$ cat src/hw/rtl/spq_pkg.sv
// Shared types and codes for the sorted priority queue.
package spq_pkg;

   // Operation carried by each request item.
   typedef enum logic [1:0] {
      OP_ENQUEUE  = 2'd0,
      OP_DEQUEUE  = 2'd1,
      OP_DEQ_EXACT = 2'd2,
      OP_DEQ_LIMIT = 2'd3
   } op_type;

   // Response status codes.
   localparam logic [1:0] ST_OK   = 2'd0;
   localparam logic [1:0] ST_MISS = 2'd1;
   localparam logic [1:0] ST_FULL = 2'd2;

   // Sequencer states.
   typedef enum logic [1:0] {
      S_IDLE,
      S_SCAN,
      S_COMMIT
   } state_type;

   // What every cell does in a cycle.
   typedef enum logic [1:0] {
      ACT_HOLD,
      ACT_INSERT,
      ACT_SHIFT_ALL,
      ACT_SHIFT_GE
   } act_type;

   typedef struct packed {
      act_type act;
   } cell_ctl_type;

   // Comparison of a cell's entry against the broadcast key.
   typedef struct packed {
      logic gt;   // valid and priority above key
      logic le;   // valid and priority at or below key
      logic eq;   // valid and priority equal to key
   } cell_cmp_type;

endpackage

$ cat src/hw/rtl/spq_req_if.sv
// Request channel interface of the sorted priority queue.
interface spq_req_if #(
   parameter int PRIORITY_BITS = 8,
   parameter int DATA_BITS     = 16
);
   logic                     valid;
   logic                     ready;
   logic [1:0]               opcode;
   logic [PRIORITY_BITS-1:0] key;
   logic [PRIORITY_BITS-1:0] limit;
   logic [DATA_BITS-1:0]     payload;

   modport source (output valid, output opcode, output key, output limit, output payload,
                   input ready);
   modport sink   (input valid, input opcode, input key, input limit, input payload,
                   output ready);
endinterface

$ cat src/hw/rtl/spq_rsp_if.sv
// Response channel interface of the sorted priority queue.
interface spq_rsp_if #(
   parameter int DATA_BITS = 16,
   parameter int OCC_BITS  = 5
);
   logic                 valid;
   logic                 ready;
   logic [DATA_BITS-1:0] out_payload;
   logic                 found;
   logic [1:0]           status;
   logic [OCC_BITS-1:0]  occupancy;

   modport source (output valid, output out_payload, output found, output status,
                   output occupancy, input ready);
   modport sink   (input valid, input out_payload, input found, input status,
                   input occupancy, output ready);
endinterface

$ cat src/hw/rtl/spq_cell.sv
// One slot of the sorted chain: holds an entry and trades it with its neighbours.
module spq_cell import spq_pkg::*; #(
   parameter int PRIORITY_BITS = 8,
   parameter int DATA_BITS     = 16
) (
   input  logic                     clock,
   input  logic                     reset,
   input  cell_ctl_type             ctl,
   input  logic [PRIORITY_BITS-1:0] key,
   input  logic [DATA_BITS-1:0]     payload,
   input  logic                     left_valid,
   input  logic [PRIORITY_BITS-1:0] left_prio,
   input  logic [DATA_BITS-1:0]     left_data,
   input  cell_cmp_type             left_cmp,
   input  logic                     right_valid,
   input  logic [PRIORITY_BITS-1:0] right_prio,
   input  logic [DATA_BITS-1:0]     right_data,
   output logic                     valid,
   output logic [PRIORITY_BITS-1:0] prio,
   output logic [DATA_BITS-1:0]     data,
   output cell_cmp_type             cmp
);

   logic                     valid_ff, valid_in;
   logic [PRIORITY_BITS-1:0] prio_ff, prio_in;
   logic [DATA_BITS-1:0]     data_ff, data_in;

   always_comb begin
      cmp.gt = valid_ff && (prio_ff > key);
      cmp.le = valid_ff && (prio_ff <= key);
      cmp.eq = valid_ff && (prio_ff == key);
   end

   always_comb begin
      valid_in = valid_ff;
      prio_in  = prio_ff;
      data_in  = data_ff;
      case (ctl.act)
         ACT_INSERT: begin
            // Entries above the key move one slot right; the first slot past
            // the last entry at or below the key takes the new one.
            if (left_cmp.gt) begin
               valid_in = left_valid;
               prio_in  = left_prio;
               data_in  = left_data;
            end else if (left_cmp.le && !cmp.le) begin
               valid_in = 1'b1;
               prio_in  = key;
               data_in  = payload;
            end
         end
         ACT_SHIFT_ALL: begin
            valid_in = right_valid;
            prio_in  = right_prio;
            data_in  = right_data;
         end
         ACT_SHIFT_GE: begin
            if (!valid_ff || prio_ff >= key) begin
               valid_in = right_valid;
               prio_in  = right_prio;
               data_in  = right_data;
            end
         end
         default: begin
            valid_in = valid_ff;
         end
      endcase
   end

   always_ff @(posedge clock) begin
      if (reset) begin
         valid_ff <= 1'b0;
      end else begin
         valid_ff <= valid_in;
      end
   end

   always_ff @(posedge clock) begin
      prio_ff <= prio_in;
      data_ff <= data_in;
   end

   assign valid = valid_ff;
   assign prio  = prio_ff;
   assign data  = data_ff;

endmodule

$ cat src/hw/rtl/sorted_priority_queue_core.sv
// Top level of the sorted priority queue: sequencer, cell chain and response register.
//
//   channel   dir   handshake        payload
//   req_ch    in    valid / ready    opcode, key, limit, payload
//   rsp_ch    out   valid / ready    out_payload, found, status, occupancy
//
// An item is taken only in the idle state. Enqueue, dequeue and threshold
// dequeue then go to the commit state, which loads the response register;
// an exact dequeue first passes the scan state, which gathers the match flags
// of all cells into one registered hit bit and payload before the chain moves.
// The chain updates only when the response register is free, so a stalled
// response holds the next item in the commit state. Synchronous reset
// clears all valid bits, the occupancy count and the sequencer; the stored
// priorities and payloads are not cleared.
module sorted_priority_queue_core import spq_pkg::*; #(
   parameter int DEPTH         = 16,
   parameter int PRIORITY_BITS = 8,
   parameter int DATA_BITS     = 16
) (
   input  logic      clock,
   input  logic      reset,
   spq_req_if.sink   req_ch,
   spq_rsp_if.source rsp_ch
);

   localparam int CNT_BITS = $clog2(DEPTH + 1);

   // Sequencer and the latched command of the item in flight.
   state_type                state_ff, state_in;
   op_type                   op_ff;
   logic [PRIORITY_BITS-1:0] key_ff;
   logic [PRIORITY_BITS-1:0] limit_ff;
   logic [DATA_BITS-1:0]     payload_ff;

   // Result of the exact-match scan.
   logic                     hit_ff, hit_in;
   logic [DATA_BITS-1:0]     match_ff, match_in;

   logic [CNT_BITS-1:0]      count_ff, count_in;

   logic                     rsp_valid_ff;
   logic [DATA_BITS-1:0]     rsp_data_ff, rsp_data_in;
   logic                     rsp_found_ff, rsp_found_in;
   logic [1:0]               rsp_status_ff, rsp_status_in;

   logic                     accept;
   logic                     commit;
   logic                     hit;
   act_type                  act;
   cell_ctl_type             cell_ctl;

   logic                     cell_valid [DEPTH];
   logic [PRIORITY_BITS-1:0] cell_prio  [DEPTH];
   logic [DATA_BITS-1:0]     cell_data  [DEPTH];
   cell_cmp_type             cell_cmp   [DEPTH];

   assign req_ch.ready = (state_ff == S_IDLE);
   assign accept       = req_ch.valid && req_ch.ready;

   // ------------------------------------------------------------------
   // Cell chain. Each cell sees its left and right neighbour; the ends are
   // tied so that the head always admits an insert and the tail shifts in
   // an empty slot.
   // ------------------------------------------------------------------
   for (genvar i = 0; i < DEPTH; i++) begin : g_cell
      logic                     lv, rv;
      logic [PRIORITY_BITS-1:0] lp, rp;
      logic [DATA_BITS-1:0]     ld, rd;
      cell_cmp_type             lc;

      if (i == 0) begin : g_head
         assign lv = 1'b0;
         assign lp = '0;
         assign ld = '0;
         assign lc = '{gt: 1'b0, le: 1'b1, eq: 1'b0};
      end else begin : g_inner_left
         assign lv = cell_valid[i-1];
         assign lp = cell_prio[i-1];
         assign ld = cell_data[i-1];
         assign lc = cell_cmp[i-1];
      end

      if (i == DEPTH - 1) begin : g_tail
         assign rv = 1'b0;
         assign rp = '0;
         assign rd = '0;
      end else begin : g_inner_right
         assign rv = cell_valid[i+1];
         assign rp = cell_prio[i+1];
         assign rd = cell_data[i+1];
      end

      spq_cell #(
         .PRIORITY_BITS (PRIORITY_BITS),
         .DATA_BITS     (DATA_BITS)
      ) u_cell (
         .clock       (clock),
         .reset       (reset),
         .ctl         (cell_ctl),
         .key         (key_ff),
         .payload     (payload_ff),
         .left_valid  (lv),
         .left_prio   (lp),
         .left_data   (ld),
         .left_cmp    (lc),
         .right_valid (rv),
         .right_prio  (rp),
         .right_data  (rd),
         .valid       (cell_valid[i]),
         .prio        (cell_prio[i]),
         .data        (cell_data[i]),
         .cmp         (cell_cmp[i])
      );
   end

   // ------------------------------------------------------------------
   // Exact-match scan. Equal priorities sit side by side, so the oldest
   // match is the matching cell whose left neighbour does not match.
   // ------------------------------------------------------------------
   always_comb begin
      hit_in   = 1'b0;
      match_in = '0;
      for (int j = 0; j < DEPTH; j++) begin
         hit_in = hit_in | cell_cmp[j].eq;
         if (cell_cmp[j].eq && (j == 0 || !cell_cmp[(j == 0) ? 0 : j-1].eq)) begin
            match_in = match_in | cell_data[j];
         end
      end
   end

   // ------------------------------------------------------------------
   // Decision for the commit cycle.
   // ------------------------------------------------------------------
   always_comb begin
      hit           = 1'b0;
      act           = ACT_HOLD;
      rsp_data_in   = '0;
      rsp_found_in  = 1'b0;
      rsp_status_in = ST_MISS;
      count_in      = count_ff;
      case (op_ff)
         OP_ENQUEUE: begin
            hit = (count_ff != CNT_BITS'(DEPTH));
            if (hit) begin
               act           = ACT_INSERT;
               rsp_status_in = ST_OK;
               count_in      = count_ff + 1'b1;
            end else begin
               rsp_status_in = ST_FULL;
            end
         end
         OP_DEQUEUE: begin
            hit = (count_ff != '0);
            act = ACT_SHIFT_ALL;
         end
         OP_DEQ_EXACT: begin
            hit = hit_ff;
            act = ACT_SHIFT_GE;
         end
         OP_DEQ_LIMIT: begin
            hit = (count_ff != '0) && (cell_prio[0] <= limit_ff);
            act = ACT_SHIFT_ALL;
         end
         default: begin
            hit = 1'b0;
         end
      endcase
      if (op_ff != OP_ENQUEUE) begin
         if (hit) begin
            rsp_found_in  = 1'b1;
            rsp_status_in = ST_OK;
            rsp_data_in   = (op_ff == OP_DEQ_EXACT) ? match_ff : cell_data[0];
            count_in      = count_ff - 1'b1;
         end else begin
            act = ACT_HOLD;
         end
      end
   end

   assign commit       = (state_ff == S_COMMIT) && (!rsp_valid_ff || rsp_ch.ready);
   assign cell_ctl.act = commit ? act : ACT_HOLD;

   // ------------------------------------------------------------------
   // Sequencer.
   // ------------------------------------------------------------------
   always_comb begin
      state_in = state_ff;
      case (state_ff)
         S_IDLE: begin
            if (accept) begin
               state_in = (op_type'(req_ch.opcode) == OP_DEQ_EXACT) ? S_SCAN : S_COMMIT;
            end
         end
         S_SCAN: begin
            state_in = S_COMMIT;
         end
         S_COMMIT: begin
            if (commit) begin
               state_in = S_IDLE;
            end
         end
         default: begin
            state_in = S_IDLE;
         end
      endcase
   end

   always_ff @(posedge clock) begin
      if (reset) begin
         state_ff     <= S_IDLE;
         count_ff     <= '0;
         rsp_valid_ff <= 1'b0;
      end else begin
         state_ff <= state_in;
         if (commit) begin
            count_ff     <= count_in;
            rsp_valid_ff <= 1'b1;
         end else if (rsp_ch.ready) begin
            rsp_valid_ff <= 1'b0;
         end
      end
   end

   always_ff @(posedge clock) begin
      if (accept) begin
         op_ff      <= op_type'(req_ch.opcode);
         key_ff     <= req_ch.key;
         limit_ff   <= req_ch.limit;
         payload_ff <= req_ch.payload;
      end
      if (state_ff == S_SCAN) begin
         hit_ff   <= hit_in;
         match_ff <= match_in;
      end
      if (commit) begin
         rsp_data_ff   <= rsp_data_in;
         rsp_found_ff  <= rsp_found_in;
         rsp_status_ff <= rsp_status_in;
      end
   end

   assign rsp_ch.valid       = rsp_valid_ff;
   assign rsp_ch.out_payload = rsp_data_ff;
   assign rsp_ch.found       = rsp_found_ff;
   assign rsp_ch.status      = rsp_status_ff;
   assign rsp_ch.occupancy   = count_ff;

   // ------------------------------------------------------------------
   // Checks.
   // ------------------------------------------------------------------
   a_count_bound: assert property (@(posedge clock) disable iff (reset)
      count_ff <= CNT_BITS'(DEPTH))
      else $error("occupancy count beyond queue depth");

   a_head_valid: assert property (@(posedge clock) disable iff (reset)
      cell_valid[0] == (count_ff != '0))
      else $error("head cell valid bit disagrees with occupancy count");

   a_tail_valid: assert property (@(posedge clock) disable iff (reset)
      cell_valid[DEPTH-1] == (count_ff == CNT_BITS'(DEPTH)))
      else $error("tail cell valid bit disagrees with occupancy count");

   a_found_ok: assert property (@(posedge clock) disable iff (reset)
      rsp_valid_ff && !rsp_found_ff |-> rsp_data_ff == '0)
      else $error("response carries a payload without a removed entry");

   a_commit_count: assert property (@(posedge clock) disable iff (reset)
      commit && rsp_found_in |=> count_ff == $past(count_ff) - 1'b1)
      else $error("removal did not lower the occupancy count");

endmodule

$ cat src/flat_wrapper.sv
// flat-port wrapper written by rule: the top's interface ports become plain ports
module sorted_priority_queue_core_flat import spq_pkg::*;
#(
   parameter int DEPTH         = 16,
   parameter int PRIORITY_BITS = 8,
   parameter int DATA_BITS     = 16
)
  (clock, reset, req_ch_valid, req_ch_opcode, req_ch_key, req_ch_limit, req_ch_payload, req_ch_ready, rsp_ch_valid, rsp_ch_out_payload, rsp_ch_found, rsp_ch_status, rsp_ch_occupancy, rsp_ch_ready);
  spq_req_if #(.PRIORITY_BITS(PRIORITY_BITS), .DATA_BITS(DATA_BITS)) req_ch_i ();
  spq_rsp_if #(.DATA_BITS(DATA_BITS), .OCC_BITS((5))) rsp_ch_i ();
  input  logic clock;
  input  logic reset;
  input wire logic [$bits(req_ch_i.valid)-1:0] req_ch_valid;
  input wire logic [$bits(req_ch_i.opcode)-1:0] req_ch_opcode;
  input wire logic [$bits(req_ch_i.key)-1:0] req_ch_key;
  input wire logic [$bits(req_ch_i.limit)-1:0] req_ch_limit;
  input wire logic [$bits(req_ch_i.payload)-1:0] req_ch_payload;
  output wire logic [$bits(req_ch_i.ready)-1:0] req_ch_ready;
  output wire logic [$bits(rsp_ch_i.valid)-1:0] rsp_ch_valid;
  output wire logic [$bits(rsp_ch_i.out_payload)-1:0] rsp_ch_out_payload;
  output wire logic [$bits(rsp_ch_i.found)-1:0] rsp_ch_found;
  output wire logic [$bits(rsp_ch_i.status)-1:0] rsp_ch_status;
  output wire logic [$bits(rsp_ch_i.occupancy)-1:0] rsp_ch_occupancy;
  input wire logic [$bits(rsp_ch_i.ready)-1:0] rsp_ch_ready;
  assign req_ch_i.valid = req_ch_valid;
  assign req_ch_i.opcode = req_ch_opcode;
  assign req_ch_i.key = req_ch_key;
  assign req_ch_i.limit = req_ch_limit;
  assign req_ch_i.payload = req_ch_payload;
  assign req_ch_ready = req_ch_i.ready;
  assign rsp_ch_valid = rsp_ch_i.valid;
  assign rsp_ch_out_payload = rsp_ch_i.out_payload;
  assign rsp_ch_found = rsp_ch_i.found;
  assign rsp_ch_status = rsp_ch_i.status;
  assign rsp_ch_occupancy = rsp_ch_i.occupancy;
  assign rsp_ch_i.ready = rsp_ch_ready;
  sorted_priority_queue_core #(.DEPTH(DEPTH), .PRIORITY_BITS(PRIORITY_BITS), .DATA_BITS(DATA_BITS)) u_core (.clock(clock), .reset(reset), .req_ch(req_ch_i), .rsp_ch(rsp_ch_i));
endmodule
$ cat config.mk
export PLATFORM = sky130hd
export DESIGN_NAME = sorted_priority_queue_core_flat
export DESIGN_NICKNAME = d
export VERILOG_FILES = /design/src/hw/rtl/spq_pkg.sv /design/src/hw/rtl/spq_req_if.sv /design/src/hw/rtl/spq_rsp_if.sv /design/src/hw/rtl/spq_cell.sv /design/src/hw/rtl/sorted_priority_queue_core.sv /design/src/flat_wrapper.sv
export SDC_FILE = /design/constraint.sdc
export NUM_CORES = 1
export LEC_CHECK = 0
export ABC_AREA = 1
export BUFFER_PORTS_ARGS = -buffer_cell sky130_fd_sc_hd__clkbuf_2
export CORE_MARGIN = 2
export CORE_UTILIZATION = 58
export DETAILED_ROUTE_END_ITERATION = 7
export PLACE_DENSITY = 0.78
export REMOVE_ABC_BUFFERS = 1
export SYNTH_ARGS = -nofsm -noshare
export SYNTH_HDL_FRONTEND = slang
export SYNTH_SLANG_ARGS = --single-unit
$ cat constraint.sdc
create_clock -name clock -period 3.4 [get_ports clock]
set_input_delay 0.51 -clock clock [delete_from_list [all_inputs] [get_ports clock]]
set_output_delay 0.51 -clock clock [all_outputs]
set_load 0.005 [all_outputs]
==> metrics.cfg <==
[grt]
gr-usage-all-layers_pct=37.3
grt_pass1_vias=24300
grt_pass1_wl_um=144000
antenna_found_initial=0
overflow=0
grt_max_degree=108

[setup_path]
crit_start=u_core.key_ff[5]
setup.worst_path.start_class=flop
crit_required_ns=3.77
worstPathArrival_ns=3.60
cpMaxStageDelayCell=edfxtp_1
crit_type=reg -> reg
cpMostUsedCell=nor2_1
endpoint_kind=flop
path_cells=clkinvlp_4 -> buf_4 -> ha_1 -> nand2_1 -> nor2_1 -> nand4_1 -> nor2_1 -> nor2_1 -> buf_4 -> inv_1 -> o221ai_1 -> nor3_1 -> nand2_1
crit_fanout=6
reg2reg_depth=13
cpPeakStageDelay_ns=0.44
r2r-start=u_core.key_ff[5]

[final_layout]
antenna_cells=0
stdcell_area_um2=31800
finalNetCount=3552
syn_to_final_growth_pct=11.2
drive_gt1_share_pct=9.10

[floorplanning]
floorplan.die.height_um=226
row_count=81
coreArea_um2=48800
pin_count=64
die_area_um2=51100
initial_core_util_pct=58.6
die-width_um=226

[place]
port_buffers=63
dp_hpwl_um=62400
dpl_cell_area_um2=30100
post-place-ws_ns=0.150
routabilityCongestion=0.965

[detailed_routing]
ant_nets=0
drt-total-wl_um=95000
drcViolationCount=0
routed_via_density=6.36
num_vias=25900
drt_first_iter_violations=3929
drt_pass1_iterations=7
wl_per_cell_um=23.3

[sta]
slew_headroom_pct=41.7
finalSetupTns_ns=0
fin_skew_ns=0.0362
worst_pin_slew_ns=0.874
rsz0062_at_grt=false
drv_slew=0
timing.final.ws_setup_ns=0.172
fin_crit_ns=3.23
setup-violations-final=0
whs_ns=0.0532
post-route-period-util_pct=95.0
fmax_ghz=0.310
hold_viol_final=0

[worst_hold_path]
min_delay_path_depth=1
min_path_type=in -> reg
worstHoldStart=req_ch_payload[4]

[run]
maxCapViolations=0

[yosys]
synth_cells=3339
synth-edff-count=454
ys_warn_count=0
synthAdderAreaFrac_pct=6.04
synthMuxAreaShare_pct=0.0350
yosysTopAreaCell=edfxtp_1
synth_top_family_by_area=compound AO/OA/AOI/OAI gates
yosysSeqAreaShare_pct=49.3
yosysTopAreaCellShare_pct=47.7
yosys.area_share.simple_pct=16.5
synthTopCellsByArea=edfxtp_1 48%, nand2_1 12%, o21ai_0 6.5%
avgSynthCellArea_um2=8.57
synth_area_um2=28600
synthXorXnorAreaFrac_pct=0.122
synthFlopType=edfxtp_1
yosysUniqueCellTypes=49
ys_ff_latch=478
synth_compound_area_share_pct=19.4
synthArstFlopShare_pct=0

[clock_tree]
numCtsBuffers=52
h-tree-depth=2
cts_buffer_depth=3
cts_sinks=478
clock_latency_ns=0.63
root_buffer=clkbuf_16
holdBufCountCts=0
clk_pin_slew_ns=0.06
tritoncts=done

[power_and_ir_drop]
power_leakage_uw=0.0130
ir_drop_uv=412
powerDensity_nw_per_um2=454

[status]
status=finished, final reports clean

repair_timing:
item | in CTS | in global routing
setup buffers | 0 | 7
gates resized for setup | 0 | 4
hold endpoints to repair | 0 | 0
endpoints found under the setup margin | 0 | 35
Yosys cell counts, types with 4 or more instances:
master	number
a21oi_1	113
a31oi_1	22
buf_1	4
buf_2	60
buf_4	23
buf_6	12
clkbuf_1	110
clkinv_1	7
dfxtp_1	24
edfxtp_1	454
ha_1	138
inv_1	357
nand2_1	883
nand3_1	52
nand4_1	47
nor2_1	132
nor2_2	4
nor3_1	41
o2111ai_1	13
o211ai_1	192
o21a_1	7
o21ai_0	373
o21ai_1	177
o221ai_1	9
o22ai_1	45
stage by stage:
step	utilization (%)	std cells	total power (uW)
detailed placement	61.6	3979	8830
global route	65.1	4082	14900
global placement	61.6	3979	8750
floorplan	-	3129	8140
finish	65.1	4082	14400
CTS	65.0	4075	14400
where the power goes:
part           leakage [uW]  switching [uW]  internal, uW
Sequential          0.00434             170          6770
Clock              0.000814            2490          3170
Combinational       0.00787            1220           630
Total                0.0130            3880         10600
final timing paths:
path	to	slack, ns
setup / recovery	u_core.match_ff[10]	0.17
hold / removal	u_core.payload_ff[4]	0.05
setup reg to reg	u_core.match_ff[10]	0.17
hold reg to reg	u_core.g_cell[15].u_cell.valid	0.49
placed cells by master, fill, tap and decap left out, types with 6 or more instances in the layout:
master / n
clkinv_1: 16
nand3_1: 42
dfxtp_1: 24
o21ai_1: 177
o21ai_0: 373
ha_1: 138
a21oi_1: 113
o22ai_1: 45
o21a_1: 7
nor2_2: 6
inv_1: 356
buf_4: 100
o2111ai_1: 13
o211ai_1: 192
nor3_1: 41
nand2_1: 883
edfxtp_1: 454
nand4_1: 47
o221ai_1: 9
clkbuf_16: 52
clkbuf_1: 10
a31oi_1: 21
nor2_1: 127
nand3_2: 11
buf_12: 29
clkbuf_2: 63
clkinv_2: 13
sequential cells by signal, summed over array words and instances, names as in the netlist, 5 cells and up:
register,cells
u_core.rsp_ch.out_payload,16
u_core.payload_ff,16
u_core.g_cell.u_cell.prio,128
u_core.g_cell.u_cell.data,256
u_core.rsp_ch.occupancy,5
u_core.key_ff,8
u_core.match_ff,16
u_core.g_cell.u_cell.valid,16
u_core.limit_ff,8
worst max-delay path: cells and delay by family, from the launching register on:
family | cells | cell delay, ns
compound gates | 1 | 0.20
buf+inv | 4 | 0.85
simple gates | 7 | 1.17
flops | 1 | 0.44
fa+ha+maj | 1 | 0.30
cell type report:
cell class	count	area, um^2
Fill cell	4006	17000
Sequential cell	478	14100
Multi-Input combinational cell	2283	12200
Timing Repair Buffer	193	1660
Inverter	368	1400
Clock buffer	64	1370
Tap cell	664	831
Clock inverter	32	288
cell families after synthesis:
| family | after synthesis |
|---|---|
| compound gates | 967 |
| xor+xnor | 4 |
| fa+ha+maj | 138 |
| buf+inv | 578 |
| flops | 478 |
| mux | 1 |
| simple gates | 1173 |
layer usage:
metal	up-vias	GRT usage, %	share of wire, %
met4	0	17.0	4.7
met2	1885	55.8	43
met3	353	9.46	14
li1	11700	-	-
met1	12000	51.1	38
met5	-	0.391	0
(Power assumes the default switching activity.)
